File: config.mk
export PLATFORM = sky130hd
export DESIGN_NAME = bf3_window
export DESIGN_NICKNAME = d
export VERILOG_FILES = /design/src/rtl/bf3_pkg.sv /design/src/rtl/bf3_window.sv
export SDC_FILE = /design/constraint.sdc
export NUM_CORES = 1
export LEC_CHECK = 0
export BUFFER_PORTS_ARGS = -buffer_cell sky130_fd_sc_hd__buf_4
export CORE_MARGIN = 3
export CORE_UTILIZATION = 35
export CTS_BUF_LIST = sky130_fd_sc_hd__clkbuf_8 sky130_fd_sc_hd__clkbuf_16
export CTS_CLUSTER_SIZE = 24
export DETAILED_ROUTE_END_ITERATION = 12
export PLACE_DENSITY = 0.62
export SYNTH_ARGS = -nofsm -noshare
export SYNTH_HDL_FRONTEND = slang
export SYNTH_SLANG_ARGS = --single-unit
File: constraint.sdc
create_clock -name clk -period 6.15 [get_ports clk]
set_input_delay 0 -clock clk [delete_from_list [all_inputs] [get_ports clk]]
set_output_delay 0 -clock clk [all_outputs]
set_load 0.02 [all_outputs]
File: src/rtl/bf3_pkg.sv
// box filter package: widths, register indexes, payload and stage structs
// no dependencies; every other file but bf3_ram refers to it by scoped names
`timescale 1ns / 1ps

package bf3_pkg;

    // line store depth and the widths that follow from it
    localparam int MAX_LINE = 1024;
    localparam int COL_W    = $clog2(MAX_LINE);
    localparam int WIDTH_W  = 11;
    localparam int HEIGHT_W = 13;
    localparam int ROW_W    = 12;
    localparam int PIX_W    = 8;
    localparam int SUM_W    = 12;
    localparam int CFG_IDX_W  = 1;
    localparam int CFG_DATA_W = HEIGHT_W;

    localparam int MIN_DIM    = 3;
    localparam int MAX_HEIGHT = 4096;

    localparam logic [WIDTH_W-1:0]  WIDTH_RESET  = WIDTH_W'(512);
    localparam logic [HEIGHT_W-1:0] HEIGHT_RESET = HEIGHT_W'(512);

    // floor(sum / 9) == (sum * 7282) >> 16 for every sum up to 9 * 255
    localparam int RECIP_W    = 13;
    localparam int DIV9_SHIFT = 16;
    localparam logic [RECIP_W-1:0] DIV9_RECIP = RECIP_W'(7282);
    localparam int PROD_W     = SUM_W + RECIP_W;

    // configuration register indexes
    localparam logic [CFG_IDX_W-1:0] REG_LINE_WIDTH   = CFG_IDX_W'(0);
    localparam logic [CFG_IDX_W-1:0] REG_FRAME_HEIGHT = CFG_IDX_W'(1);

    typedef struct packed {
        logic [PIX_W-1:0] pixel_in;
        logic             start_of_frame;
    } pix_req_t;

    typedef struct packed {
        logic [PIX_W-1:0] mean_pixel;
        logic [ROW_W-1:0] out_row;
        logic [COL_W-1:0] out_col;
        logic             last_of_frame;
    } res_req_t;

    // position information that rides along with a pixel
    typedef struct packed {
        logic             emit;
        logic             last;
        logic [ROW_W-1:0] row;
        logic [COL_W-1:0] col;
    } tag_t;

    // stage after the line store read
    typedef struct packed {
        logic [PIX_W-1:0] pixel;
        logic [COL_W-1:0] idx;
        logic             fwd;
        tag_t             tag;
    } s1_t;

    // stage after the neighborhood sum
    typedef struct packed {
        logic [SUM_W-1:0] sum;
        tag_t             tag;
    } s2_t;

endpackage

File: src/rtl/bf3_window.sv
// 3x3 window columns, line store bypass and the nine pixel sum stage
// depends on bf3_pkg
`timescale 1ns / 1ps

module bf3_window (
    input  logic                      clk,
    input  logic                      rst_n,
    input  logic                      adv,
    input  logic                      s1_valid,
    input  bf3_pkg::s1_t              s1,
    input  logic [bf3_pkg::PIX_W-1:0] older_rd,
    input  logic [bf3_pkg::PIX_W-1:0] newer_rd,
    output logic [bf3_pkg::PIX_W-1:0] older_wr,
    output logic                      s2_valid,
    output bf3_pkg::s2_t              s2
);

    logic [bf3_pkg::PIX_W-1:0] win_reg [6];
    logic [bf3_pkg::PIX_W-1:0] fwd_top_reg, fwd_mid_reg;
    logic                      s2_valid_reg;
    bf3_pkg::s2_t              s2_reg, s2_next;
    logic [bf3_pkg::PIX_W-1:0] top, mid;
    logic                      step;

    assign step = adv && s1_valid;
    assign top  = s1.fwd ? fwd_top_reg : older_rd;
    assign mid  = s1.fwd ? fwd_mid_reg : newer_rd;
    assign older_wr = mid;

    always_comb
    begin
        s2_next.sum = bf3_pkg::SUM_W'(top) + bf3_pkg::SUM_W'(mid) + bf3_pkg::SUM_W'(s1.pixel)
                    + bf3_pkg::SUM_W'(win_reg[0]) + bf3_pkg::SUM_W'(win_reg[1])
                    + bf3_pkg::SUM_W'(win_reg[2]) + bf3_pkg::SUM_W'(win_reg[3])
                    + bf3_pkg::SUM_W'(win_reg[4]) + bf3_pkg::SUM_W'(win_reg[5]);
        s2_next.tag = s1.tag;
    end

    always_ff @(posedge clk or negedge rst_n)
    begin
        if (!rst_n)
        begin
            for (int k = 0; k < 6; k++)
            begin
                win_reg[k] <= '0;
            end
            s2_valid_reg <= 1'b0;
        end
        else
        begin
            if (step)
            begin
                win_reg[0] <= win_reg[3];
                win_reg[1] <= win_reg[4];
                win_reg[2] <= win_reg[5];
                win_reg[3] <= top;
                win_reg[4] <= mid;
                win_reg[5] <= s1.pixel;
            end
            if (adv)
            begin
                s2_valid_reg <= s1_valid;
            end
        end
    end

    // what this item leaves in the line stores, for a follower at the same column
    always_ff @(posedge clk)
    begin
        if (step)
        begin
            fwd_top_reg <= mid;
            fwd_mid_reg <= s1.pixel;
            s2_reg      <= s2_next;
        end
    end

    assign s2_valid = s2_valid_reg;
    assign s2       = s2_reg;

endmodule

## After elaboration in Yosys (flattened, before gate mapping)

Cells that the tools add are included.

- Mux-type cells: 2
- Reductions and logical operators: 1
- Add/subtract/negate cells: 8

Operators with widths:

| kind | count |
|---|---|
| $add 12x8->12 | 4 |
| $mux 8 | 2 |
| $add 11x8->12 | 1 |
| $add 10x8->11 | 1 |
| $add 9x8->10 | 1 |
| $add 8x8->9 | 1 |
| $logic_and 1x1->1 | 1 |

- Logic and storage cells: 25
- Input bits: 63
- Output and inout port bits: 45
- Register bits after elaboration: 101

## Longest topological paths before layout

- Word-level depth: 9
- Mapped depth: 18
- Gate-level depth less buffers: 17

## Worst setup path after synthesis

No wires, ideal clock.

- Kind: in2reg
- Start point: input port s1[24] in the netlist's numbering
- End point: register s2_reg (netlist bit s2[34]) (data pin)
- Setup slack: 2.016 ns
- Stages: 18
- Data required time: 5.892 ns
- Arrival time: 3.876 ns
- Cells stage by stage: buf_4 buf_4 mux2i_1 fa_1 inv_1 fa_1 fa_1 inv_1 fa_1 inv_1 ha_1 inv_1 fa_1 nor2b_4 o21bai_4 a21boi_2 o41a_1 xor2_1

RTL lines:

| what | RTL line | text |
|---|---|---|
| start, declared | bf3_window.sv:10 | `input bf3_pkg::s1_t s1,` |
| end signal, assigned | bf3_window.sv:74 | `s2_reg <= s2_next;` |
| end, declared | bf3_window.sv:21 | `bf3_pkg::s2_t s2_reg, s2_next;` |

==> out/metrics.csv <==
metric;value;unit
syn-instance-count;368;
critPathMaxStageDelay;0.55;ns
synth_simple_gate_area_share;3.04;%
drc_errors;0;
cts_setup_buffers;0;
grt_start_max_net_pins;58;
cts_tree;done;
critPathMostFrequentCell;fa_1;
area_delta_synth_final;29.7;%
net-switching-power;1.69;mW
ios;108;
rsz0062_at_grt;no;
cp_max_fo;3;
synth_fa_ha_area_share;23.8;%
critical_path_class;reg2reg;
combPwrFrac;61.7;%
design_area;6790;um^2
clk_latency;0.35;ns
dp_hpwl;6890;um
synth.distinct_cells;31;
grt_usage;12.0;%
vdd_drop_max;0.461;mV
die_area;16500;um^2
synth_compound_area_share;4.28;%
htree_levels;3;
hold_viol;0;
p_clk_share;12.9;%
worstPathRequired;6.25;ns
core-area;14600;um^2
powerDensity;615;nW/um^2
finClkSkew;0.0135;ns
portBuffers;97;
fin_setup_tns;0;ns
root_buffer;clkbuf_16;
setup_viol;0;
swShare;40.5;%
start_kind;flip-flop;
maxSlewHeadroom;57.8;%
antenna_found_initial;0;
final_nets;633;
grt_pass1_vias;3266;
post_cts_resized;0;
fmax;228;MHz
vias;3053;
cp.arrival;4.48;ns
maxCapViolations;0;
yosysSeqAreaShare;53.3;%
rows;44;
multi_input_area;2130;um^2
fp.dieW;128;um
grt_pass1_wl;15400;um
largest_reg_flops;48;
placed_area;6160;um^2
p_leak;3.12;nW
wl;9450;um
seq_area;2790;um^2
worst_pin_slew;0.634;ns
synth_top_family_by_area;adder cells;
cts.sinks;101;
synth-seq-cells;101;
wl_per_cell;13.7;um
status;finished clean;
synth_mux_area_share;8.49;%
path_cells;mux2i_1, fa_1, inv_1, fa_1, fa_1, inv_1, fa_1, inv_1, ha_1, inv_1, fa_1, nor2b_4, o21bai_4, a21boi_2, o41a_1, xor2_1;
netlist_area;5230;um^2
path_clk_slew;0.08;ns
cp_slowest_cell;fa_1;
diodes;0;
cp-end-kind;flip-flop;
drv_slew;0;
power.internal;2.49;mW
synth-xor-area-share;1.17;%
cts_buffer_depth;2;
grt_overflow;0;
drt_first_pass_iters;4;
place_congestion;0.724;
drt_iter0_drc;126;
synth_nets;498;
avgSynthCellArea;14.2;um^2
post_drt_via_cell_ratio;4.41;
min_path_type;in2reg;
r2r_slack;1.77;ns
fin_crit;4.38;ns
start_util;35.9;%
ys_warn_count;0;
finalCritPeriodShare;71.2;%
cts_buffers;9;
drive_above_1_share;29.7;%
drtAntennaViolNets;0;
die_y;128;um
pwr-share-seq;25.3;%
nFillCells;1288;
## metrics by stage
step | worst slack, ns | hold WS, ns | total power, mW | util [%] | std cells
detailed placement | 1.75 | 0.0666 | 3.70 | 42.2 | 642
floorplan | 2.02 | -0.296 | 3.14 | - | 368
global route | 1.51 | 0.0317 | 4.62 | 46.5 | 692
CTS | 1.72 | 0.00105 | 4.28 | 46.5 | 692
finish | 1.77 | 0.00928 | 4.18 | 46.5 | 692
global placement | 1.78 | 0.0593 | 3.65 | 42.2 | 642
## timing repair
item,CTS,global route
endpoints found under the setup margin,0,0
hold endpoints to repair,90,0
hold buffers,34,0
## cell usage in the layout, fill, tap and decap left out, drive strengths merged
cell         Yosys  routed
o31a             1       1
ha              13      13
inv             71      71
clkinvlp         0       1
nor2             4       4
o31ai            1       1
a21oi            2       2
clkinv           0       6
fa              54      54
xor2             2       2
nor3             1       1
nor2b            1       1
dlygate4sd3      0      34
o21ai           23      23
mux2i           14      14
dfrtp           49      49
o21a             1       1
edfxtp          52      52
o41a             1       1
mux2            27      27
clkbuf           3       9
nor4             1       1
a31oi            1       1
nand2           31      31
a21o             2       2
o21bai           1       1
xnor2            5       5
buf              6      99
a21boi           1       1
## final cells by class
class,instances,share of cell area [%]
inverters,71,3.93
clock buffers,9,3.32
flip-flops and latches,101,41.1
repair buffers,133,16.0
multi-input cells,187,31.4
well taps,184,3.39
clock inverters,7,0.940
## power by group through the flow
stage,registers [mW],clock network [mW],logic [mW]
after floorplan,1.13,0,2.01
after global placement,1.07,0,2.58
final,1.06,0.541,2.58
after detailed placement,1.08,0,2.62
after global routing,1.07,0.589,2.95
after CTS,1.06,0.563,2.65
## path summary, 6_finish.rpt
check / to / startpoint / cells after the start
hold reg to reg: s2_valid$_DFFE_PN0P_ / s2_valid$_DFFE_PN0P_ / 2
setup reg to reg: s2[34]$_DFFE_PP_ / fwd_mid_reg[2]$_DFFE_PP_ / 16
min in group asynchronous: win_reg[3]$_DFFE_PN0P_ / rst_n / 2
hold / removal: win_reg[18]$_DFFE_PN0P_ / older_rd[2] / 3
max in group asynchronous: s2_valid$_DFFE_PN0P_ / rst_n / 2
setup / recovery: s2[34]$_DFFE_PP_ / fwd_mid_reg[2]$_DFFE_PP_ / 16
## logic make-up after synthesis
| logic type | after synthesis |
|---|---|
| buf+inv | 80 |
| simple gates | 38 |
| xor+xnor | 7 |
| fa+ha+maj | 67 |
| mux | 41 |
| compound gates | 34 |
| flops | 101 |
## synthesized netlist by cell type, drive strengths merged
| library cell | instances | share of area, % |
|---|---|---|
| mux2i | 14 | 2.7 |
| o21bai | 1 | 0.36 |
| a21boi | 1 | 0.22 |
| xnor2 | 5 | 0.84 |
| dfrtp | 49 | 23 |
| clkbuf | 3 | 0.22 |
| o21ai | 23 | 2.3 |
| nor2b | 1 | 0.26 |
| edfxtp | 52 | 30 |
| fa | 54 | 21 |
| buf | 6 | 0.67 |
| o31ai | 1 | 0.14 |
| xor2 | 2 | 0.33 |
| nor4 | 1 | 0.12 |
| mux2 | 27 | 5.8 |
| o31a | 1 | 0.17 |
| a31oi | 1 | 0.12 |
| a21o | 2 | 0.31 |
| o41a | 1 | 0.22 |
| ha | 13 | 3.1 |
| nor2 | 4 | 0.29 |
| nand2 | 31 | 2.3 |
| o21a | 1 | 0.14 |
| nor3 | 1 | 0.096 |
| a21oi | 2 | 0.33 |
| inv | 71 | 5.1 |
## metal layers
metal | up-vias | GRT usage [%] | wire length, um
li1 | 1456 | - | -
met1 | 1514 | 14.1 | 3850
met2 | 73 | 20.7 | 4970
met3 | 10 | 3.54 | 491
met4 | 0 | 4.12 | 143
met5 | - | 0 | 0
## worst max-delay path, delay by kind of cell, from the launching register on
kind / cells / cell delay (ns)
adder cells (fa/ha/maj): 6 / 2.45
AO/OA/AOI/OAI: 3 / 0.50
flip-flops: 1 / 0.38
multiplexers: 1 / 0.29
buffers and inverters: 4 / 0.29
XOR/XNOR: 1 / 0.15
AND/OR/NAND/NOR: 1 / 0.07
Note: power is estimated with default switching activity, not from simulation.
