--- config.mk ---
export PLATFORM = sky130hd
export DESIGN_NAME = bf3_scan
export DESIGN_NICKNAME = d
export VERILOG_FILES = /design/src/rtl/bf3_pkg.sv /design/src/rtl/bf3_scan.sv
export SDC_FILE = /design/constraint.sdc
export NUM_CORES = 1
export LEC_CHECK = 0
export BUFFER_PORTS_ARGS = -buffer_cell sky130_fd_sc_hd__buf_2
export CORE_MARGIN = 4
export CORE_UTILIZATION = 45
export DETAILED_ROUTE_END_ITERATION = 10
export PLACE_DENSITY_LB_ADDON = 0.25
export SLEW_MARGIN = 5
export SYNTH_ARGS = -nofsm -noshare
export SYNTH_HDL_FRONTEND = slang
export SYNTH_SLANG_ARGS = --single-unit
--- constraint.sdc ---
create_clock -name clk -period 8.9 [get_ports clk]
set_input_delay 0 -clock clk [delete_from_list [all_inputs] [get_ports clk]]
set_output_delay 0 -clock clk [all_outputs]
set_load 0.05 [all_outputs]
--- src/rtl/bf3_pkg.sv ---
// box filter package: widths, register indexes, payload and stage structs
// no dependencies; every other file but bf3_ram refers to it by scoped names
`timescale 1ns / 1ps

package bf3_pkg;

    // line store depth and the widths that follow from it
    localparam int MAX_LINE = 1024;
    localparam int COL_W    = $clog2(MAX_LINE);
    localparam int WIDTH_W  = 11;
    localparam int HEIGHT_W = 13;
    localparam int ROW_W    = 12;
    localparam int PIX_W    = 8;
    localparam int SUM_W    = 12;
    localparam int CFG_IDX_W  = 1;
    localparam int CFG_DATA_W = HEIGHT_W;

    localparam int MIN_DIM    = 3;
    localparam int MAX_HEIGHT = 4096;

    localparam logic [WIDTH_W-1:0]  WIDTH_RESET  = WIDTH_W'(512);
    localparam logic [HEIGHT_W-1:0] HEIGHT_RESET = HEIGHT_W'(512);

    // floor(sum / 9) == (sum * 7282) >> 16 for every sum up to 9 * 255
    localparam int RECIP_W    = 13;
    localparam int DIV9_SHIFT = 16;
    localparam logic [RECIP_W-1:0] DIV9_RECIP = RECIP_W'(7282);
    localparam int PROD_W     = SUM_W + RECIP_W;

    // configuration register indexes
    localparam logic [CFG_IDX_W-1:0] REG_LINE_WIDTH   = CFG_IDX_W'(0);
    localparam logic [CFG_IDX_W-1:0] REG_FRAME_HEIGHT = CFG_IDX_W'(1);

    typedef struct packed {
        logic [PIX_W-1:0] pixel_in;
        logic             start_of_frame;
    } pix_req_t;

    typedef struct packed {
        logic [PIX_W-1:0] mean_pixel;
        logic [ROW_W-1:0] out_row;
        logic [COL_W-1:0] out_col;
        logic             last_of_frame;
    } res_req_t;

    // position information that rides along with a pixel
    typedef struct packed {
        logic             emit;
        logic             last;
        logic [ROW_W-1:0] row;
        logic [COL_W-1:0] col;
    } tag_t;

    // stage after the line store read
    typedef struct packed {
        logic [PIX_W-1:0] pixel;
        logic [COL_W-1:0] idx;
        logic             fwd;
        tag_t             tag;
    } s1_t;

    // stage after the neighborhood sum
    typedef struct packed {
        logic [SUM_W-1:0] sum;
        tag_t             tag;
    } s2_t;

endpackage

--- src/rtl/bf3_scan.sv ---
// configuration registers, raster position counters and the first pipeline stage
// depends on bf3_pkg
`timescale 1ns / 1ps

module bf3_scan (
    input  logic                           clk,
    input  logic                           rst_n,
    input  logic                           cfg_write,
    input  logic [bf3_pkg::CFG_IDX_W-1:0]  cfg_index,
    input  logic [bf3_pkg::CFG_DATA_W-1:0] cfg_data,
    input  logic                           adv,
    input  logic                           accept,
    input  bf3_pkg::pix_req_t              pix_req,
    output logic [bf3_pkg::COL_W-1:0]      rd_addr,
    output logic                           s1_valid,
    output bf3_pkg::s1_t                   s1
);

    logic [bf3_pkg::WIDTH_W-1:0]  width_reg;
    logic [bf3_pkg::HEIGHT_W-1:0] height_reg;
    logic [bf3_pkg::COL_W-1:0]    col_reg, col_next;
    logic [bf3_pkg::ROW_W-1:0]    row_reg, row_next;
    logic                         s1_valid_reg;
    bf3_pkg::s1_t                 s1_reg, s1_next;

    logic [bf3_pkg::WIDTH_W-1:0]  w_eff;
    logic [bf3_pkg::HEIGHT_W-1:0] h_eff;
    logic [bf3_pkg::COL_W-1:0]    col_cur;
    logic [bf3_pkg::ROW_W-1:0]    row_cur;
    logic [bf3_pkg::WIDTH_W-1:0]  col_inc;
    logic [bf3_pkg::HEIGHT_W-1:0] row_inc;

    always_comb
    begin
        priority if (width_reg < bf3_pkg::WIDTH_W'(bf3_pkg::MIN_DIM))
            w_eff = bf3_pkg::WIDTH_W'(bf3_pkg::MIN_DIM);
        else if (width_reg > bf3_pkg::WIDTH_W'(bf3_pkg::MAX_LINE))
            w_eff = bf3_pkg::WIDTH_W'(bf3_pkg::MAX_LINE);
        else
            w_eff = width_reg;

        priority if (height_reg < bf3_pkg::HEIGHT_W'(bf3_pkg::MIN_DIM))
            h_eff = bf3_pkg::HEIGHT_W'(bf3_pkg::MIN_DIM);
        else if (height_reg > bf3_pkg::HEIGHT_W'(bf3_pkg::MAX_HEIGHT))
            h_eff = bf3_pkg::HEIGHT_W'(bf3_pkg::MAX_HEIGHT);
        else
            h_eff = height_reg;
    end

    // start of frame zeroes the position before this pixel is placed
    assign col_cur = pix_req.start_of_frame ? '0 : col_reg;
    assign row_cur = pix_req.start_of_frame ? '0 : row_reg;
    assign col_inc = {1'b0, col_cur} + bf3_pkg::WIDTH_W'(1);
    assign row_inc = {1'b0, row_cur} + bf3_pkg::HEIGHT_W'(1);
    assign rd_addr = col_cur;

    always_comb
    begin
        if (col_inc >= w_eff)
        begin
            col_next = '0;
            row_next = (row_inc >= h_eff) ? '0 : row_inc[bf3_pkg::ROW_W-1:0];
        end
        else
        begin
            col_next = col_inc[bf3_pkg::COL_W-1:0];
            row_next = row_cur;
        end

        s1_next.pixel    = pix_req.pixel_in;
        s1_next.idx      = col_cur;
        // the item ahead writes this same entry at this edge, so take its data
        s1_next.fwd      = s1_valid_reg && (col_cur == s1_reg.idx);
        s1_next.tag.emit = (row_cur >= bf3_pkg::ROW_W'(2)) && (col_cur >= bf3_pkg::COL_W'(2));
        s1_next.tag.last = ({1'b0, row_cur} == h_eff - bf3_pkg::HEIGHT_W'(1))
                        && ({1'b0, col_cur} == w_eff - bf3_pkg::WIDTH_W'(1));
        s1_next.tag.row  = row_cur - bf3_pkg::ROW_W'(1);
        s1_next.tag.col  = col_cur - bf3_pkg::COL_W'(1);
    end

    always_ff @(posedge clk or negedge rst_n)
    begin
        if (!rst_n)
        begin
            width_reg  <= bf3_pkg::WIDTH_RESET;
            height_reg <= bf3_pkg::HEIGHT_RESET;
        end
        else if (cfg_write)
        begin
            unique case (cfg_index)
                bf3_pkg::REG_LINE_WIDTH:   width_reg  <= cfg_data[bf3_pkg::WIDTH_W-1:0];
                bf3_pkg::REG_FRAME_HEIGHT: height_reg <= cfg_data;
                default: ;
            endcase
        end
    end

    always_ff @(posedge clk or negedge rst_n)
    begin
        if (!rst_n)
        begin
            col_reg      <= '0;
            row_reg      <= '0;
            s1_valid_reg <= 1'b0;
        end
        else
        begin
            if (accept)
            begin
                col_reg <= col_next;
                row_reg <= row_next;
            end
            if (adv)
            begin
                s1_valid_reg <= accept;
            end
        end
    end

    always_ff @(posedge clk)
    begin
        if (accept)
        begin
            s1_reg <= s1_next;
        end
    end

    assign s1_valid = s1_valid_reg;
    assign s1       = s1_reg;

endmodule

# Word level (Yosys, flattened, before mapping)
# Cells that the tools add are included.
# Widths: inputs -> output; s select.
# word_totals
regBits	90
input_bits	28
output_inout_bits	54
wordCells	44
# op_classes
n_addsub	6
n_lt_le_gt_ge	8
n_eq_ne	3
n_mux	9
n_bitwise	1
reduce_logical	5
# op_table
cell	count
$mux 12	3
$mux 13	2
$mux 11	2
$mux 10	2
$add 12x1->13 const B	1
$eq 12x13->1	1
$ge 13x13->1	1
$gt 13x13->1 const B	1
$lt 13x2->1 const B	1
$sub 13x1->13 const B	1
$ge 12x2->1 const B	1
$sub 12x1->12 const B	1
$add 10x1->11 const B	1
$eq 10x11->1	1
$ge 11x11->1	1
$gt 11x11->1 const B	1
$lt 11x2->1 const B	1
$sub 11x1->11 const B	1
$eq 10x10->1	1
$ge 10x2->1 const B	1
$sub 10x1->10 const B	1
$reduce_and 2->1	2
$logic_and 1x1->1	3
$not 1->1	1

# Depth between registers and ports, before layout
# logic_depth
ltp_word	6
ltp_mapped	22
mapped_depth_nobuf	17

# Worst setup path after synthesis
# OpenSTA, ideal clock, no wires.
# synth_path
path_type	input port to flip-flop
startpoint	in pix_req[0] in the netlist's numbering
endpoint	reg row_reg[7] in the netlist's numbering
setup_ns	0.121
arrival_ns	3.840
required_ns	8.779
slack_ns	4.939
cell_stages	22
n_path_buf	5
path_cell_list	buf_2 > clkbuf_1 > clkbuf_1 > clkbuf_8 > nand2b_1 > inv_1 > ha_1 > and3_1 > and3_1 > and3_1 > nand3_1 > xnor2_1 > nor2_1 > ha_1 > nand2_1 > o41ai_1 > nand2b_1 > o311a_1 > nor2_1 > and3_1 > clkbuf_1 > a22o_1
# synth_between
elab_chain_cells	5
elab_cells_between_ends	8
cone_classes	2 x add/sub; 2 x order compare; 4 x mux
# synth_rtl
item	line	source
from (decl)	bf3_scan.sv:13	input bf3_pkg::pix_req_t pix_req,
$mux 12	bf3_scan.sv:52	assign row_cur = pix_req.start_of_frame ? '0 : row_reg;
$add 12x1->13	bf3_scan.sv:54	assign row_inc = {1'b0, row_cur} + bf3_pkg::HEIGHT_W'(1);
named net row_inc (one bit)	bf3_scan.sv:31	logic [bf3_pkg::HEIGHT_W-1:0] row_inc;
$ge 13x13->1	bf3_scan.sv:62	row_next = (row_inc >= h_eff) ? '0 : row_inc[bf3_pkg::ROW_W-1:0];
$mux 12	bf3_scan.sv:62	
$mux 12	bf3_scan.sv:59	if (col_inc >= w_eff)
to (signal assigned)	bf3_scan.sv:111	row_reg <= row_next;
to (decl)	bf3_scan.sv:22	logic [bf3_pkg::ROW_W-1:0] row_reg, row_next;
# The timed path passes the listed nets, and every way through them passes these cells.
# A chain may end at the register's enable or synchronous reset.

# Final worst setup path
# layout_path
startpoint	reg row_reg[1] in the netlist's numbering
endpoint	reg row_reg[2] in the netlist's numbering
# layout_between
elab_chain_cells	5
# layout_rtl
item	line
$mux 12 *	bf3_scan.sv:52
$add 12x1->13 *	bf3_scan.sv:54
$ge 13x13->1	bf3_scan.sv:62
$mux 12 *	bf3_scan.sv:62
$mux 12 *	bf3_scan.sv:59
# Mark *: on every way between the ends. The rest lies on a longest branch, timed or not.

==> impl_metrics.tcl <==
set metrics [dict create \
    outcome "completed" \
    syn_to_final_growth_pct 15.9 \
    die_height_um 122 \
    power.share.switching 0.322 \
    drive_above_1_share 0.206 \
    drc 0 \
    clk_latency_ns 0.35 \
    initial_utilization 0.463 \
    r2r_start "row_reg[1]$_DFFE_PN0P_" \
    grt_use_total 0.197 \
    grt_first_pass_wirelength_um 23000 \
    synth_nets 645 \
    cpMostUsedCell "and3_1" \
    largest_reg_flops 43 \
    via_per_inst 5.64 \
    ant_nets 0 \
    ys.flop_type "dfrtp_1" \
    stdcell_count 836 \
    end_kind "register" \
    mostFrequentLayoutCells "buf_2, nand2_1, dfrtp_1, nor2_1, edfxtp_1" \
    p_per_area_nw_per_um2 183 \
    required_ns 9.12 \
    tns_ns 0 \
    critPathMaxStageDelay_ns 0.52 \
    hold-worst-slack_ns 0.156 \
    die_w_um 122 \
    max_freq_mhz 244 \
    p_seq_frac 0.418 \
    hold_class "input pin to register" \
    crit_path_start "row_reg[1]$_DFFE_PN0P_" \
    netlist_area_um2 5870 \
    synth_cells 585 \
    wirelength_um 14200 \
    fin_crit_sh 0.460 \
    start_kind "register" \
    cp_data_arrival_time_ns 4.32 \
    core_area_um2 12700 \
    drtPass1Iterations 5 \
    ys_types 67 \
    rsz0062_at_grt "no" \
    crit_chain "nor2b_1 > ha_1 > and3_1 > and3_1 > and3_1 > nand3_1 > xnor2_1 > nor2_1 > ha_1 > nand2_1 > o41ai_1 > nand2b_1 > o311a_1 > nor2_1 > a2111oi_0 > nor3_1" \
    dpl.hpwl_um 10500 \
    comb_power_share 0.251 \
    portBuffers 81 \
    cts_tree "built" \
    clkTransAtPathRegs_ns 0.07 \
    antenna_found_initial 0 \
    grt_max_degree 64 \
    root_buffer "clkbuf_16" \
    internal_power_uw 844 \
    wl_per_cell_um 17.0 \
    hp-start "cfg_index" \
    seq_area_frac_synth 0.421 \
    htreeDepth 3 \
    worstPathMaxFanout 10 \
    finalSetupViolations 0 \
    final_common_cell "buf_2" \
    p_leak_uw 0.00288 \
    multiInputGateArea_um2 3060 \
    cts_setup_buffers 0 \
    maxCapViolations 0 \
    cts_buffers 9 \
    antenna_cells 0 \
    drtIter0Drc 402 \
    p_switching_uw 401 \
    slew_violations 0 \
    gp_congestion 0.872 \
    synth-seq-cells 90 \
    cp_slowest_cell "dfrtp_1" \
    cts_max_path_buffers 2 \
    async_flop_share 0.522 \
    nFillCells 1151 \
    power.share.clock 0.331 \
    grt_pass1_vias 4570 \
    ys_warn_count 0 \
    fin_nets 719 \
    vdd_drop_max_mv 0.104 \
    layout.area.seq_um2 2470 \
    hold_violations 0 \
    numPlacedInstances 797 \
    io_pins 82 \
    worstMarginPinSlew_ns 1.11 \
    vias 4715 \
    dieArea_um2 14900 \
    synth_edf_count 43 \
    syn_area_per_cell_um2 10.0 \
    slew_headroom 0.260 \
    cts_sinks 90 \
    fp-row-count 41 \
    overflow 0 \
    period_minus_slack_ns 4.10 \
    critPathKind "register to register" \
    fin_worst_skew_ns 0.00760 \
]
-- timing repair --
action                                 CTS  global route
gates resized for setup                  0             0
hold buffers                            23             0
endpoints found under the hold margin   78             0
-- area by class of cell --
type                    count  area share
clock buffers              10      0.0337
clock inverters             6      0.0133
inverters                  23      0.0127
multi-input cells         429       0.450
flip-flops and latches     90       0.363
well taps                 172      0.0317
repair buffers            106      0.0957
-- worst max-delay path: cells and delay by family (launching register included) --
family / cells / cell delay (ns)
AO/OA/AOI/OAI: 3 / 1.09
XOR/XNOR: 1 / 0.14
flip-flops: 1 / 0.52
AND/OR/NAND/NOR: 10 / 1.58
adder cells (fa/ha/maj): 2 / 0.62
-- metal layers --
| layer | track usage | vias to the layer above | wire length [µm] |
|---|---|---|---|
| met5 | 0 | - | 0 |
| met4 | 0.0728 | 0 | 286 |
| met3 | 0.0371 | 26 | 951 |
| met2 | 0.305 | 179 | 6340 |
| met1 | 0.275 | 2252 | 6670 |
| li1 | - | 2258 | - |
-- synthesized netlist by cell type, drive strengths merged, types with 2 or more instances --
library cell  instances  area share
a2111oi               5      0.0085
a211o                 2      0.0030
a211oi                5      0.0073
a21o                  6      0.0079
a21oi                17       0.015
a22o                 11       0.017
a31oi                 4      0.0043
a41oi                 3      0.0045
and3                 13       0.014
and3b                 2      0.0032
and4b                 3      0.0051
buf                  18       0.020
clkbuf               25       0.023
dfrtp                45        0.19
dfstp                 2      0.0090
edfxtp               43        0.22
ha                   32       0.068
inv                  23       0.015
mux2                 24       0.046
mux2i                 6       0.010
nand2                47       0.031
nand2b               11       0.012
nand3                16       0.014
nand4                 8      0.0085
nor2                 44       0.028
nor2b                14       0.015
nor3                 24       0.020
nor4                 11       0.017
o2111ai               2      0.0030
o211ai                2      0.0026
o21a                  5      0.0064
o21ai                28       0.024
o21bai                2      0.0026
o22ai                 2      0.0021
o2bb2ai               9       0.013
or3                   2      0.0030
xnor2                39       0.058
xor2                 15       0.022
-- logic make-up after synthesis --
kind of cell	share of synthesized area
xor gates and xnor gates	0.0851
adders and majority gates	0.0683
muxes	0.0563
DFF	0.421
buffers and inverters	0.0580
and+or+nand+nor	0.180
AOI/OAI and AO/OA	0.131
-- metrics by stage --
step           setup WS (ns)  power [µW]  utilization  area (µm²)
6_report                4.80        1240        0.536        6800
5_1_grt                 4.38        1300        0.536        6800
4_1_cts                 4.86        1250        0.536        6800
3_5_place_dp            4.82         831        0.493        6250
3_3_place_gp            4.98         825        0.493        6250
2_1_floorplan           4.94         757            -        5870
-- power by group through the flow --
stage,combinational (µW),clock [µW],sequential (µW)
global placement,299,0,526
floorplan,193,0,564
finish,312,412,520
CTS,312,420,519
global route,341,434,525
detailed placement,303,0,528
-- final timing paths --
kind,slack (ns),cells past startpoint,endpoint
min in group asynchronous,0.41,2,height_reg[11]$_DFFE_PN0P_
worst max register to register,4.80,16,row_reg[2]$_DFFE_PN0P_
worst max-delay path,4.80,16,row_reg[2]$_DFFE_PN0P_
worst min-delay path,0.16,3,width_reg[10]$_DFFE_PN0P_
worst min register to register,0.51,1,col_reg[9]$_DFFE_PN0P_
max in group asynchronous,7.81,2,s1_valid$_DFFE_PN0P_
Note: power is estimated with default switching activity, not from simulation.
