$ cat src/rtl/bf3_pkg.sv
// box filter package: widths, register indexes, payload and stage structs
// no dependencies; every other file but bf3_ram refers to it by scoped names
`timescale 1ns / 1ps

package bf3_pkg;

    // line store depth and the widths that follow from it
    localparam int MAX_LINE = 1024;
    localparam int COL_W    = $clog2(MAX_LINE);
    localparam int WIDTH_W  = 11;
    localparam int HEIGHT_W = 13;
    localparam int ROW_W    = 12;
    localparam int PIX_W    = 8;
    localparam int SUM_W    = 12;
    localparam int CFG_IDX_W  = 1;
    localparam int CFG_DATA_W = HEIGHT_W;

    localparam int MIN_DIM    = 3;
    localparam int MAX_HEIGHT = 4096;

    localparam logic [WIDTH_W-1:0]  WIDTH_RESET  = WIDTH_W'(512);
    localparam logic [HEIGHT_W-1:0] HEIGHT_RESET = HEIGHT_W'(512);

    // floor(sum / 9) == (sum * 7282) >> 16 for every sum up to 9 * 255
    localparam int RECIP_W    = 13;
    localparam int DIV9_SHIFT = 16;
    localparam logic [RECIP_W-1:0] DIV9_RECIP = RECIP_W'(7282);
    localparam int PROD_W     = SUM_W + RECIP_W;

    // configuration register indexes
    localparam logic [CFG_IDX_W-1:0] REG_LINE_WIDTH   = CFG_IDX_W'(0);
    localparam logic [CFG_IDX_W-1:0] REG_FRAME_HEIGHT = CFG_IDX_W'(1);

    typedef struct packed {
        logic [PIX_W-1:0] pixel_in;
        logic             start_of_frame;
    } pix_req_t;

    typedef struct packed {
        logic [PIX_W-1:0] mean_pixel;
        logic [ROW_W-1:0] out_row;
        logic [COL_W-1:0] out_col;
        logic             last_of_frame;
    } res_req_t;

    // position information that rides along with a pixel
    typedef struct packed {
        logic             emit;
        logic             last;
        logic [ROW_W-1:0] row;
        logic [COL_W-1:0] col;
    } tag_t;

    // stage after the line store read
    typedef struct packed {
        logic [PIX_W-1:0] pixel;
        logic [COL_W-1:0] idx;
        logic             fwd;
        tag_t             tag;
    } s1_t;

    // stage after the neighborhood sum
    typedef struct packed {
        logic [SUM_W-1:0] sum;
        tag_t             tag;
    } s2_t;

endpackage

$ cat src/rtl/bf3_mean.sv
// divide by nine through a reciprocal multiply, and the result register
// depends on bf3_pkg
`timescale 1ns / 1ps

module bf3_mean (
    input  logic               clk,
    input  logic               rst_n,
    input  logic               adv,
    input  logic               s2_valid,
    input  bf3_pkg::s2_t       s2,
    output logic               res_valid,
    output bf3_pkg::res_req_t  res_req
);

    logic [bf3_pkg::PROD_W-1:0] prod;
    logic                       res_valid_reg;
    bf3_pkg::res_req_t          res_reg, res_next;

    assign prod = bf3_pkg::PROD_W'(s2.sum) * bf3_pkg::PROD_W'(bf3_pkg::DIV9_RECIP);

    always_comb
    begin
        res_next.mean_pixel    = prod[bf3_pkg::DIV9_SHIFT +: bf3_pkg::PIX_W];
        res_next.out_row       = s2.tag.row;
        res_next.out_col       = s2.tag.col;
        res_next.last_of_frame = s2.tag.last;
    end

    always_ff @(posedge clk or negedge rst_n)
    begin
        if (!rst_n)
        begin
            res_valid_reg <= 1'b0;
        end
        else if (adv)
        begin
            res_valid_reg <= s2_valid && s2.tag.emit;
        end
    end

    always_ff @(posedge clk)
    begin
        if (adv)
        begin
            res_reg <= res_next;
        end
    end

    assign res_valid = res_valid_reg;
    assign res_req   = res_reg;

endmodule

$ cat config.mk
export PLATFORM = sky130hd
export DESIGN_NAME = bf3_mean
export DESIGN_NICKNAME = d
export VERILOG_FILES = /design/src/rtl/bf3_pkg.sv /design/src/rtl/bf3_mean.sv
export SDC_FILE = /design/constraint.sdc
export NUM_CORES = 1
export LEC_CHECK = 0
export ABC_AREA = 1
export BUFFER_PORTS_ARGS = -buffer_cell sky130_fd_sc_hd__buf_4
export CORE_UTILIZATION = 56
export CTS_BUF_LIST = sky130_fd_sc_hd__clkbuf_4 sky130_fd_sc_hd__clkbuf_8 sky130_fd_sc_hd__clkbuf_16
export CTS_CLUSTER_SIZE = 25
export DETAILED_ROUTE_END_ITERATION = 6
export MAX_ROUTING_LAYER = met4
export PLACE_DENSITY = 0.92
export SLEW_MARGIN = 20
export SYNTH_ARGS = -nofsm -noshare
export SYNTH_HDL_FRONTEND = slang
export SYNTH_SLANG_ARGS = --single-unit
$ cat constraint.sdc
create_clock -name clk -period 0.8 [get_ports clk]
set_input_delay 0.08 -clock clk [delete_from_list [all_inputs] [get_ports clk]]
set_output_delay 0.08 -clock clk [all_outputs]
set_load 0.01 [all_outputs]
==> results of run 1 <==
## stage by stage
step / setup slack, ps / TNS [ps]
2_1_floorplan: -2790 / -21990
3_3_place_gp: -3080 / -24550
3_5_place_dp: -3200 / -25270
4_1_cts: -2830 / -25180
## cells by family after synthesis
kind of cell | synth area share
compound gates | 0.0536
flops | 0.284
buf+inv | 0.0927
simple gates | 0.135
fa+ha+maj | 0.418
xor+xnor | 0.0156
## timing repair
item / 4_1_cts
pin swaps: 33
gates resized for setup: 68
endpoints found under the hold margin: 24
hold buffers: 24
buffers inserted: 7
setup endpoints to repair: 40
## per-layer routing
layer / overflow / GRT usage
met1: 0 / 0.534
met2: 1 / 0.822
met3: 0 / 0.267
met4: 0 / 0.525
met5: - / -
## synthesized netlist by cell type
master,n
sky130_fd_sc_hd__a21boi_1,4
sky130_fd_sc_hd__a21o_1,4
sky130_fd_sc_hd__a21oi_1,13
sky130_fd_sc_hd__dfrtp_1,1
sky130_fd_sc_hd__edfxtp_1,31
sky130_fd_sc_hd__fa_1,29
sky130_fd_sc_hd__ha_1,66
sky130_fd_sc_hd__inv_1,82
sky130_fd_sc_hd__inv_2,1
sky130_fd_sc_hd__nand2_1,59
sky130_fd_sc_hd__nand2_2,2
sky130_fd_sc_hd__nand3_1,13
sky130_fd_sc_hd__nand3_2,1
sky130_fd_sc_hd__nand3b_1,1
sky130_fd_sc_hd__nand4_1,3
sky130_fd_sc_hd__nor2_1,20
sky130_fd_sc_hd__nor2_2,2
sky130_fd_sc_hd__nor3_1,1
sky130_fd_sc_hd__nor3_2,2
sky130_fd_sc_hd__o21ai_0,2
sky130_fd_sc_hd__o21ai_1,3
sky130_fd_sc_hd__o21bai_1,4
sky130_fd_sc_hd__or2_1,1
sky130_fd_sc_hd__xnor2_1,2
sky130_fd_sc_hd__xor2_1,4
==> impl_metrics.env, run 1 <==
export IMPL_synth_net_count=486
export IMPL_first_global_vias=4216
export IMPL_die_h_um=79.5
export IMPL_stop_stage="global routing (5_1_grt)"
export IMPL_initial_utilization=0.596
export IMPL_clock_tree_htree_level_count=2
export IMPL_overall_fraction_of_global_route_tracks_in_use=0.559
export IMPL_postSynthCellCount=351
export IMPL_globalplace_congestion=1.01
export IMPL_grt_max_degree=21
export IMPL_yosys_top_cells_area="sky130_fd_sc_hd__edfxtp_1, sky130_fd_sc_hd__ha_1, sky130_fd_sc_hd__fa_1"
export IMPL_gr_total_overflow=1
export IMPL_synth_top_area_frac=0.277
export IMPL_placement_io_buffers=71
export IMPL_post_place_cells=540
export IMPL_ys_seq_elements=32
export IMPL_first_error="[ERROR GRT-0116] Global routing finished with congestion. Check the congestion regions in the DRC Viewer."
export IMPL_placement_rows=27
export IMPL_design_portCount=72
export IMPL_wire_length_of_the_first_global_routing_pass_um=24400
export IMPL_placement_cell_area_um2=4460
export IMPL_run_status="did not finish"
export IMPL_die_w_um=79.5
export IMPL_ys_warn_count=0
export IMPL_clockRootBuffer="sky130_fd_sc_hd__clkbuf_8"
export IMPL_syn_mean_instance_area_um2=9.57
export IMPL_clock_tree_buffer_depth=2
export IMPL_numClockSinks=32
export IMPL_yosys_area_top_type="sky130_fd_sc_hd__edfxtp_1"
export IMPL_total_clock_buffers_created_by_cts=5
export IMPL_synth_cell_area_um2=3360
export IMPL_dp_final_hpwl_um=8120
export IMPL_yosysSeqAreaShare=0.284
export IMPL_yosysUniqueCellTypes=25
==> run 2: changes to the inputs <==
CORE_UTILIZATION = 40   (was 56)
CTS_BUF_LIST = not set   (was sky130_fd_sc_hd__clkbuf_4 sky130_fd_sc_hd__clkbuf_8 sky130_fd_sc_hd__clkbuf_16)
CTS_CLUSTER_SIZE = not set   (was 25)
MAX_ROUTING_LAYER = not set   (was met4)
PLACE_DENSITY = not set   (was 0.92)
PLACE_DENSITY_LB_ADDON = 0.15   (was not set)
==> run 2 against run 1 <==
Against the previous run:
- the flow now finishes, with violations (negative setup slack)
- area after synthesis stayed put
- synthesized cell count stayed put
==> impl_metrics.env, run 2 <==
export IMPL_run_status="complete, but fails checks"
export IMPL_failed_checks="negative setup slack"
export IMPL_yosys_top_cells_area="sky130_fd_sc_hd__edfxtp_1, sky130_fd_sc_hd__ha_1, sky130_fd_sc_hd__fa_1"
export IMPL_clock_tree_htree_level_count=2
export IMPL_placement_rows=33
export IMPL_grt_max_degree=18
export IMPL_num_nets_final=647
export IMPL_wire_per_inst_um=13.1
export IMPL_hp_class="input port to flop"
export IMPL_maximum_clock_rate_mhz=284
export IMPL_total_clock_buffers_created_by_cts=5
export IMPL_area_growth_pct=57.7
export IMPL_synth_top_family_by_area="adder cells"
export IMPL_cellPowerDensity_nw_per_um2=3570
export IMPL_wire_length_of_the_first_global_routing_pass_um=13000
export IMPL_final_setup_slack_of_the_worst_path_ps=-2720
export IMPL_yosysSeqAreaShare=0.284
export IMPL_globalplace_congestion=0.872
export IMPL_placement_io_buffers=71
export IMPL_report_final_slew_viol_count=0
export IMPL_synth_xor_xnor_area_share=0.0156
export IMPL_asyncSetResetFlopFracSynth=0.0313
export IMPL_cp_start_kind="input port"
export IMPL_path_clk_slew_ps=60
export IMPL_worst_slew_pin_slew_ps=227
export IMPL_ys_warn_count=0
export IMPL_min_hold_slack_ps=38.1
export IMPL_synth_cell_area_um2=3360
export IMPL_synth_fa_ha_area_frac=0.418
export IMPL_largest_reg_flops=31
export IMPL_drive_gt1_frac=0.392
export IMPL_layout_commonest_cell="sky130_fd_sc_hd__buf_4"
export IMPL_design_portCount=72
export IMPL_numClockSinks=32
export IMPL_multiInputGateArea_um2=2410
export IMPL_power_total_w=0.0189
export IMPL_worst_slack_placed_ps=-3130
export IMPL_finalHoldViolCount=0
export IMPL_postSynthCellCount=351
export IMPL_dp_final_hpwl_um=6390
export IMPL_drc=0
export IMPL_dr_pass1_iters=4
export IMPL_period_minus_slack_ps=3520
export IMPL_post_synth_top_count_cell="sky130_fd_sc_hd__inv_1"
export IMPL_initial_utilization=0.411
export IMPL_cp_end_kind="flop"
export IMPL_clockRootBuffer="sky130_fd_sc_hd__clkbuf_8"
export IMPL_synth_compound_area_frac=0.0536
export IMPL_static_leakage_power_nw=2.68
export IMPL_vias_per_cell=4.62
export IMPL_yosys_area_share_simple=0.135
export IMPL_cp_required_ps=830
export IMPL_num_antenna_cells=0
export IMPL_seqCellArea_um2=956
export IMPL_yosys_area_top_type="sky130_fd_sc_hd__edfxtp_1"
export IMPL_worst_hold_path_stage_count=3
export IMPL_fin_area_um2=5300
export IMPL_slew_headroom=0.848
export IMPL_cap_viol_max_count=0
export IMPL_syn_mean_instance_area_um2=9.57
export IMPL_dominantRegCellSynth="sky130_fd_sc_hd__edfxtp_1"
export IMPL_die_h_um=93.7
export IMPL_min_period_over_period=4.40
export IMPL_first_global_vias=2957
export IMPL_antenna_left=0
export IMPL_core_um2=8180
export IMPL_routed_via_count=2858
export IMPL_ys_seq_elements=32
export IMPL_antenna_found_initial=0
export IMPL_gr_total_overflow=0
export IMPL_worst_setup_path_type="input port to flop"
export IMPL_synth_net_count=486
export IMPL_finalClockSkew_ps=0
export IMPL_post_synth_mux_area_share=0
export IMPL_fillers=633
export IMPL_finish_utilization=0.648
export IMPL_synth_edff_count=31
export IMPL_worst_path_max_fanout=4
export IMPL_wirelength_um=8110
export IMPL_clock_tree_from_tritoncts="built"
export IMPL_clock_tree_buffer_depth=2
export IMPL_timing_critical_path_arrival_ps=3550
export IMPL_overall_fraction_of_global_route_tracks_in_use=0.191
export IMPL_max_vdd_ir_drop_mv=2.01
export IMPL_yosysUniqueCellTypes=25
export IMPL_placement_cell_area_um2=4530
export IMPL_floorplan_die_area_um2=8770
export IMPL_timing_reg2reg_worst_path_depth=3
export IMPL_most_common_layout_cells="sky130_fd_sc_hd__buf_4, sky130_fd_sc_hd__inv_1, sky130_fd_sc_hd__nand2_1"
export IMPL_rsz0062_at_grt="yes"
export IMPL_report_final_setup_viol=40
export IMPL_synth_top_cells_by_count="sky130_fd_sc_hd__inv_1, sky130_fd_sc_hd__ha_1, sky130_fd_sc_hd__nand2_1"
export IMPL_die_w_um=93.7
export IMPL_synth_top_area_frac=0.277
export IMPL_clk_latency_ps=280
export IMPL_dr_first_iter_drc_count=84
==> run 2: worst paths after layout <==
path / endpoint / slack, ps / start
max: res_req[24]$_DFFE_PP_ / -2720 / s2[27]
min: res_valid$_DFFE_PN0P_ / 40 / s2[23]
min in group asynchronous: res_valid$_DFFE_PN0P_ / 110 / rst_n
max reg2reg: res_valid$_DFFE_PN0P_ / 50 / res_valid$_DFFE_PN0P_
max in group asynchronous: res_valid$_DFFE_PN0P_ / 610 / rst_n
min reg2reg: res_valid$_DFFE_PN0P_ / 680 / res_valid$_DFFE_PN0P_
==> run 2: cell families after synthesis <==
kind of cell | count (synthesis)
flip-flops | 32
buffers and inverters | 83
adder cells (fa/ha/maj) | 95
XOR/XNOR | 6
AND/OR/NAND/NOR | 105
AO/OA/AOI/OAI | 30
==> run 2: cell type report <==
cell class / count / area share
multi-input cells: 236 / 0.455
repair buffers: 154 / 0.259
flip-flops and latches: 32 / 0.180
inverters: 83 / 0.0616
well taps: 105 / 0.0248
clock buffers: 8 / 0.0189
==> run 2: worst max-delay path, stage by stage <==
cell                       delay, ps
sky130_fd_sc_hd__buf_12          100
sky130_fd_sc_hd__inv_12           30
sky130_fd_sc_hd__fa_1            540
sky130_fd_sc_hd__inv_2            50
sky130_fd_sc_hd__ha_4            260
sky130_fd_sc_hd__inv_2            30
sky130_fd_sc_hd__fa_1            490
sky130_fd_sc_hd__inv_2            40
sky130_fd_sc_hd__fa_1            490
sky130_fd_sc_hd__inv_1            50
sky130_fd_sc_hd__fa_1            480
sky130_fd_sc_hd__inv_2            50
sky130_fd_sc_hd__ha_4            300
sky130_fd_sc_hd__nand2_4          80
sky130_fd_sc_hd__nor2_4          110
sky130_fd_sc_hd__a21boi_4        190
sky130_fd_sc_hd__nor2_1           70
sky130_fd_sc_hd__nand2_1          50
sky130_fd_sc_hd__nand2_1          50
==> run 2: power by group <==
part           internal, W  leakage (nW)  total [W]  switching (W)
Clock             0.000784        0.0515    0.00135       0.000562
Combinational      0.00748          2.31     0.0150        0.00755
Sequential         0.00239         0.316    0.00253       0.000144
Total               0.0107          2.68     0.0189        0.00826
==> run 2: per-stage QoR <==
stage | TNS, ps | cells
final | -24080 | 618
after detailed placement | -24630 | 578
after floorplan | -21990 | 351
after global routing | -26030 | 618
after global placement | -24460 | 578
after CTS | -23910 | 615
==> run 2: repair_timing <==
item	in CTS	in global routing
setup endpoints to repair	40	41
hold buffers	24	0
resized for setup	29	51
pin swaps	17	22
setup buffers	5	3
hold endpoints to repair	24	0
==> run 2: layer usage <==
layer / wire length [um] / vias up / track usage
met2: 4150 / 82 / 0.342
met1: 3510 / 1319 / 0.238
met4: 159 / 0 / 0.0731
li1: - / 1445 / -
met5: 0 / - / 0
met3: 290 / 12 / 0.0154
Power figures use the tool's default switching activity.
==> run 3: changes to the inputs <==
CORE_UTILIZATION = 56   (was 40)
==> run 3 against run 2 <==
Against the previous run:
- the run still ends with negative setup slack left
- worst hold slack better by 70 ps
- worst setup slack got worse by 560 ps
- final area up 0.57%
- clock power up 24%
- sequential cell count did not move
- final cell count shrank 6.5%
- critical path depth unchanged
- power increased by 25%
- non-clock buffer count is 7 lower
- via count up 34%
==> impl_metrics.env, run 3 (synthesized netlist as in run 2, its figures left out) <==
export IMPL_met1_length_um=5060
export IMPL_clock_tree_htree_level_count=2
export IMPL_slew_headroom=0.728
export IMPL_timing_critical_path_arrival_ps=4140
export IMPL_clk_latency_ps=290
export IMPL_regToRegEndpoint="res_valid$_DFFE_PN0P_"
export IMPL_dr_first_iter_drc_count=455
export IMPL_max_vdd_ir_drop_mv=2.71
export IMPL_antenna_found_initial=0
export IMPL_total_clock_buffers_created_by_cts=5
export IMPL_period_minus_slack_ps=4090
export IMPL_clock_tree_from_tritoncts="built"
export IMPL_failed_checks="negative setup slack"
export IMPL_wire_length_of_the_first_global_routing_pass_um=19800
export IMPL_met3WireLength_um=1940
export IMPL_floorplan_die_area_um2=6320
export IMPL_numClockSinks=32
export IMPL_num_nets_final=640
export IMPL_dp_final_hpwl_um=6350
export IMPL_dr_pass1_iters=7
export IMPL_final_setup_slack_of_the_worst_path_ps=-3290
export IMPL_core_um2=5640
export IMPL_antenna_left=0
export IMPL_placement_rows=27
export IMPL_overall_fraction_of_global_route_tracks_in_use=0.432
export IMPL_globalplace_congestion=0.921
export IMPL_drive_gt1_frac=0.407
export IMPL_area_growth_pct=58.6
export IMPL_top_layer="met4"
export IMPL_first_global_vias=3826
export IMPL_static_leakage_power_nw=2.67
export IMPL_drc=0
export IMPL_post_place_cells=539
export IMPL_hp_class="input port to asynchronous set/reset pin"
export IMPL_path_clk_slew_ps=80
export IMPL_cp_required_ps=850
export IMPL_design_portCount=72
export IMPL_largest_reg_flops=31
export IMPL_cp_end_kind="flop"
export IMPL_timing_reg2reg_worst_path_depth=3
export IMPL_die_w_um=79.5
export IMPL_finalClockSkew_ps=0
export IMPL_worst_slew_pin_slew_ps=409
export IMPL_maximum_clock_rate_mhz=245
export IMPL_run_status="complete, but fails checks"
export IMPL_gr_total_overflow=0
export IMPL_finalNonFillerCells=578
export IMPL_power_total_w=0.0236
export IMPL_met2_wirelength_um=7300
export IMPL_wirelength_um=16400
export IMPL_worst_path_max_fanout=4
export IMPL_report_final_setup_viol=40
export IMPL_cellPowerDensity_nw_per_um2=4430
export IMPL_clockRootBuffer="sky130_fd_sc_hd__clkbuf_8"
export IMPL_timing_reg2reg_setup_slack_ps=0
export IMPL_placement_io_buffers=71
export IMPL_report_final_slew_viol_count=0
export IMPL_die_h_um=79.5
export IMPL_worst_slack_placed_ps=-3190
export IMPL_worstReg2RegStart="res_valid$_DFFE_PN0P_"
export IMPL_num_antenna_cells=0
export IMPL_worst_setup_path_type="input port to flop"
export IMPL_layout_commonest_cell="sky130_fd_sc_hd__buf_4"
export IMPL_vias_per_cell=6.61
export IMPL_cp_start_kind="input port"
export IMPL_finalHoldViolCount=0
export IMPL_grt_max_degree=34
export IMPL_initial_utilization=0.596
export IMPL_min_period_over_period=5.11
export IMPL_wire_per_inst_um=28.3
export IMPL_rsz0062_at_grt="yes"
export IMPL_cap_viol_max_count=0
export IMPL_clock_tree_buffer_depth=2
export IMPL_routed_via_count=3820
export IMPL_most_common_layout_cells="sky130_fd_sc_hd__buf_4, sky130_fd_sc_hd__inv_1, sky130_fd_sc_hd__nand2_1"
run 3: repair_timing:
action / 4_1_cts / 5_1_grt
hold buffers: 24 / 0
pin swaps: 23 / 17
hold endpoints to repair: 24 / 0
endpoints found under the setup margin: 40 / 41
buffers inserted: 6 / 1
gates cloned: 0 / 0
gates resized for setup: 64 / 39
run 3: worst max-delay path, stage by stage:
cell                      delay (ps)
sky130_fd_sc_hd__buf_6           120
sky130_fd_sc_hd__fa_1            520
sky130_fd_sc_hd__ha_4            310
sky130_fd_sc_hd__inv_2            60
sky130_fd_sc_hd__fa_1            570
sky130_fd_sc_hd__inv_2            50
sky130_fd_sc_hd__fa_1            490
sky130_fd_sc_hd__inv_1            50
sky130_fd_sc_hd__fa_1            530
sky130_fd_sc_hd__inv_2           100
sky130_fd_sc_hd__ha_4            260
sky130_fd_sc_hd__nand2_4         110
sky130_fd_sc_hd__inv_2            50
sky130_fd_sc_hd__a21oi_2         230
sky130_fd_sc_hd__nand2_1         140
sky130_fd_sc_hd__nand2_1         140
sky130_fd_sc_hd__nand3_1         130
sky130_fd_sc_hd__nand2_1         110
sky130_fd_sc_hd__nand2_1          60
run 3: stage by stage:
stage | instance area [um^2] | hold slack (ps) | setup TNS (ps) | util
finish | 5330 | 108 | -29300 | 0.945
global route | 5330 | 111 | -30430 | 0.945
CTS | 5100 | 65.4 | -24320 | 0.904
detailed placement | 4440 | -143 | -24950 | 0.788
global placement | 4440 | -145 | -24310 | 0.788
floorplan | 3470 | -216 | -21990 | -
run 3: worst max path at each step:
stage	to	from	slack [ps]
floorplan	res_req[27]$_DFFE_PP_	s2[27]	-2790
finish	res_req[30]$_DFFE_PP_	s2[31]	-3290
global route	res_req[29]$_DFFE_PP_	s2[29]	-3430
CTS	res_req[26]$_DFFE_PP_	s2[25]	-2740
detailed placement	res_req[27]$_DFFE_PP_	s2[27]	-3190
global placement	res_req[27]$_DFFE_PP_	s2[29]	-3070
run 3: final cells by class:
| type | count | area (um^2) |
|---|---|---|
| Sequential cell | 32 | 956 |
| Tap cell | 72 | 90.1 |
| Timing Repair Buffer | 147 | 1340 |
| Multi-Input combinational cell | 236 | 2510 |
| Clock buffer | 6 | 72.6 |
| Fill cell | 150 | 312 |
| Inverter | 83 | 329 |
| Clock inverter | 2 | 35.0 |
run 3: power by group:
part	switching (W)	internal (W)
combinational	0.0111	0.00817
clock	0.000753	0.000927
sequential	0.000209	0.00239
run 3: metal layers:
layer,GRT usage,up-vias
met2,0.765,470
met5,0,-
li1,-,1429
met1,0.461,1703
met3,0.0983,218
met4,0.271,0
==> run 4: changes to the inputs <==
--- a/config.mk
+++ b/config.mk
@@ -6,6 +6,6 @@
 export NUM_CORES = 1
 export LEC_CHECK = 0
-export ABC_AREA = 1
 export BUFFER_PORTS_ARGS = -buffer_cell sky130_fd_sc_hd__buf_4
+export CAP_MARGIN = 0
 export CORE_UTILIZATION = 56
 export DETAILED_ROUTE_END_ITERATION = 6
==> constraint.sdc (replaced) <==
create_clock -name clk -period 0.8 [get_ports clk]
set_input_delay 0.12 -clock clk [delete_from_list [all_inputs] [get_ports clk]]
set_output_delay 0.12 -clock clk [all_outputs]
set_load 0.01 [all_outputs]
==> run 4 against run 3 <==
Against the previous run:
- the run still ends with negative setup slack left
- clock power fell by 29%
- wire length shrank 42%
- fmax is essentially flat
- combinational power down 27%
- via count shrank 27%
- power is 25% lower
- worst setup slack worse by 2.3 ps
- clock-buffer cell count increased by 1
==> impl_metrics.env, run 4 <==
export IMPL_run_status="complete, but fails checks"
export IMPL_failed_checks="negative setup slack"
export IMPL_wirelength_um=9560
export IMPL_worst_slew_pin_slew_ps=417
export IMPL_routed_via_count=2788
export IMPL_synth_cell_area_um2=3230
export IMPL_path_clk_slew_ps=70
export IMPL_wire_per_inst_um=19.0
export IMPL_largest_reg_flops=31
export IMPL_total_clock_buffers_created_by_cts=5
export IMPL_clk_latency_ps=280
export IMPL_num_nets_final=564
export IMPL_dp_final_hpwl_um=6440
export IMPL_proportion_of_total_power_due_to_net_switching=0.449
export IMPL_worst_slack_placed_ps=-3480
export IMPL_yosysSeqAreaShare=0.296
export IMPL_post_synth_mux_area_share=0
export IMPL_yosysUniqueCellTypes=34
export IMPL_static_leakage_power_nw=2.37
export IMPL_postSynthCellCount=290
export IMPL_antenna_left=0
export IMPL_first_global_vias=2961
export IMPL_dr_first_iter_drc_count=237
export IMPL_globalplace_congestion=0.902
export IMPL_synth_top_family_by_area="adder cells"
export IMPL_clock_tree_htree_level_count=2
export IMPL_min_period_over_period=5.11
export IMPL_core_um2=5540
export IMPL_placement_io_buffers=71
export IMPL_cellPowerDensity_nw_per_um2=3780
export IMPL_power_share_sequential=0.145
export IMPL_synth_fa_ha_area_frac=0.435
export IMPL_design_portCount=72
export IMPL_rsz0062_at_grt="yes"
export IMPL_worst_path_max_fanout=4
export IMPL_synth_xor_xnor_area_share=0.0379
export IMPL_dr_pass1_iters=5
export IMPL_grt_max_degree=28
export IMPL_pwr_share_comb=0.788
export IMPL_min_hold_slack_ps=14.4
export IMPL_wire_length_of_the_first_global_routing_pass_um=13900
export IMPL_syn_mean_instance_area_um2=11.1
export IMPL_antenna_found_initial=0
export IMPL_die_w_um=78.0
export IMPL_yosys_area_share_simple=0.0522
export IMPL_synth_top_area_frac=0.288
export IMPL_dominantRegCellSynth="sky130_fd_sc_hd__edfxtp_1"
export IMPL_share_clk_of_total_power=0.067
export IMPL_yosys_area_top_type="sky130_fd_sc_hd__edfxtp_1"
export IMPL_report_final_slew_viol_count=0
export IMPL_maximum_clock_rate_mhz=245
export IMPL_numClockSinks=32
export IMPL_synth_net_count=425
export IMPL_most_common_layout_cells="sky130_fd_sc_hd__buf_4, sky130_fd_sc_hd__inv_1, sky130_fd_sc_hd__ha_1"
export IMPL_finalClockSkew_ps=0
export IMPL_slew_headroom=0.721
export IMPL_period_minus_slack_ps=4090
export IMPL_p_int_w=0.00977
export IMPL_ys_seq_elements=32
export IMPL_placement_cell_area_um2=4350
export IMPL_ys_warn_count=0
export IMPL_layout_commonest_cell="sky130_fd_sc_hd__buf_4"
export IMPL_gr_total_overflow=0
export IMPL_placement_rows=27
export IMPL_cp_end_kind="flop"
export IMPL_cap_viol_max_count=0
export IMPL_report_final_setup_viol=40
export IMPL_hp_class="input port to flop"
export IMPL_timing_critical_path_arrival_ps=4120
export IMPL_cp_required_ps=830
export IMPL_synth_compound_area_frac=0.0913
export IMPL_max_vdd_ir_drop_mv=3.07
export IMPL_initial_utilization=0.584
export IMPL_cp_start_kind="input port"
export IMPL_worst_path_largest_cell_delay_ps=550
export IMPL_post_synth_top_count_cell="sky130_fd_sc_hd__inv_1"
export IMPL_finalHoldViolCount=0
export IMPL_drc=0
export IMPL_num_antenna_cells=0
export IMPL_overall_fraction_of_global_route_tracks_in_use=0.304
export IMPL_power_net_switching_w=0.00797
export IMPL_clock_tree_from_tritoncts="built"
export IMPL_crit_path_cell_trace="buf_4 > fa_1 > ha_1 > ha_1 > fa_1 > inv_1 > fa_1 > inv_1 > ha_1 > a21oi_1 > o21ai_0 > a32oi_1 > o21ai_1 > xor2_1"
export IMPL_fin_area_um2=4690
export IMPL_floorplan_die_area_um2=6080
export IMPL_power_total_w=0.0177
export IMPL_clockRootBuffer="sky130_fd_sc_hd__clkbuf_8"
export IMPL_synth_top_cells_by_count="sky130_fd_sc_hd__inv_1, sky130_fd_sc_hd__ha_1, sky130_fd_sc_hd__edfxtp_1"
export IMPL_synth_edff_count=31
export IMPL_worst_setup_path_type="input port to flop"
export IMPL_vias_per_cell=5.55
export IMPL_final_setup_slack_of_the_worst_path_ps=-3290
export IMPL_clock_tree_buffer_depth=2
export IMPL_yosys_top_cells_area="sky130_fd_sc_hd__edfxtp_1, sky130_fd_sc_hd__ha_1, sky130_fd_sc_hd__fa_1"
export IMPL_fin_setup_tns_ps=-29190
export IMPL_die_h_um=78.0
export IMPL_area_growth_pct=45.1
export IMPL_asyncSetResetFlopFracSynth=0.0313
export IMPL_cpMaxStageDelayCell="sky130_fd_sc_hd__fa_1"
export IMPL_drive_gt1_frac=0.386
## run 4: worst paths after layout
check	slack, ps	startpoint	end	cells after the start
min	10	s2[16]	res_req[17]$_DFFE_PP_	1
min in group asynchronous	140	rst_n	res_valid$_DFFE_PN0P_	2
max in group asynchronous	580	rst_n	res_valid$_DFFE_PN0P_	2
min reg2reg	690	res_valid$_DFFE_PN0P_	res_valid$_DFFE_PN0P_	3
max	-3290	s2[30]	res_req[24]$_DFFE_PP_	14
max reg2reg	40	res_valid$_DFFE_PN0P_	res_valid$_DFFE_PN0P_	3
## run 4: area by class of cell
cell class,count,area [um^2]
multi-input combinational,185,2140
timing repair buffer,135,1150
sequential,32,956
fill,274,850
inverter,70,275
tap,72,90.1
clock buffer,7,76.3
clock inverter,1,3.75
## run 4: kinds of logic (layout without fill, tap and decap cells)
kind of cell             count (synthesis)  count (layout)
AO/OA/AOI/OAI                           45              45
AND/OR/NAND/NOR                         31              31
buffers and inverters                   73             213
flip-flops                              32              32
adder cells (fa/ha/maj)                 95              95
XOR/XNOR                                14              14
## run 4: through the flow
step,std cells,util
3_5_place_dp,487,0.785
5_1_grt,502,0.847
6_report,502,0.847
4_1_cts,499,0.831
3_3_place_gp,487,0.785
2_1_floorplan,290,-
## run 4: repair_timing
item | in CTS | in global routing
setup buffers | 3 | 3
gates cloned | 0 | 0
endpoints found under the setup margin | 40 | 40
hold buffers | 1 | 0
pin swaps | 10 | 2
resized for setup | 32 | 15
hold endpoints to repair | 1 | 0
## run 4: layer usage
metal | wire length (um) | vias up | GRT usage
met1 | 3510 | 1351 | 0.352
met5 | 0 | - | 0
met2 | 5090 | 137 | 0.547
met4 | 483 | 0 | 0.137
li1 | - | 1256 | -
met3 | 473 | 44 | 0.0541
## run 4: power by group through the flow
stage               combinational (W)  clock [W]  sequential (W)
finish                         0.0140    0.00120         0.00257
global route                   0.0150    0.00128         0.00259
CTS                            0.0125    0.00117         0.00255
detailed placement             0.0115          0         0.00253
global placement               0.0111          0         0.00253
floorplan                     0.00697          0         0.00271
## run 4: worst max-delay path, delay by kind of cell
kind	cells	cell delay, ps
fa+ha+maj	6	2650
buf+inv	3	250
xor+xnor	1	160
compound gates	4	940
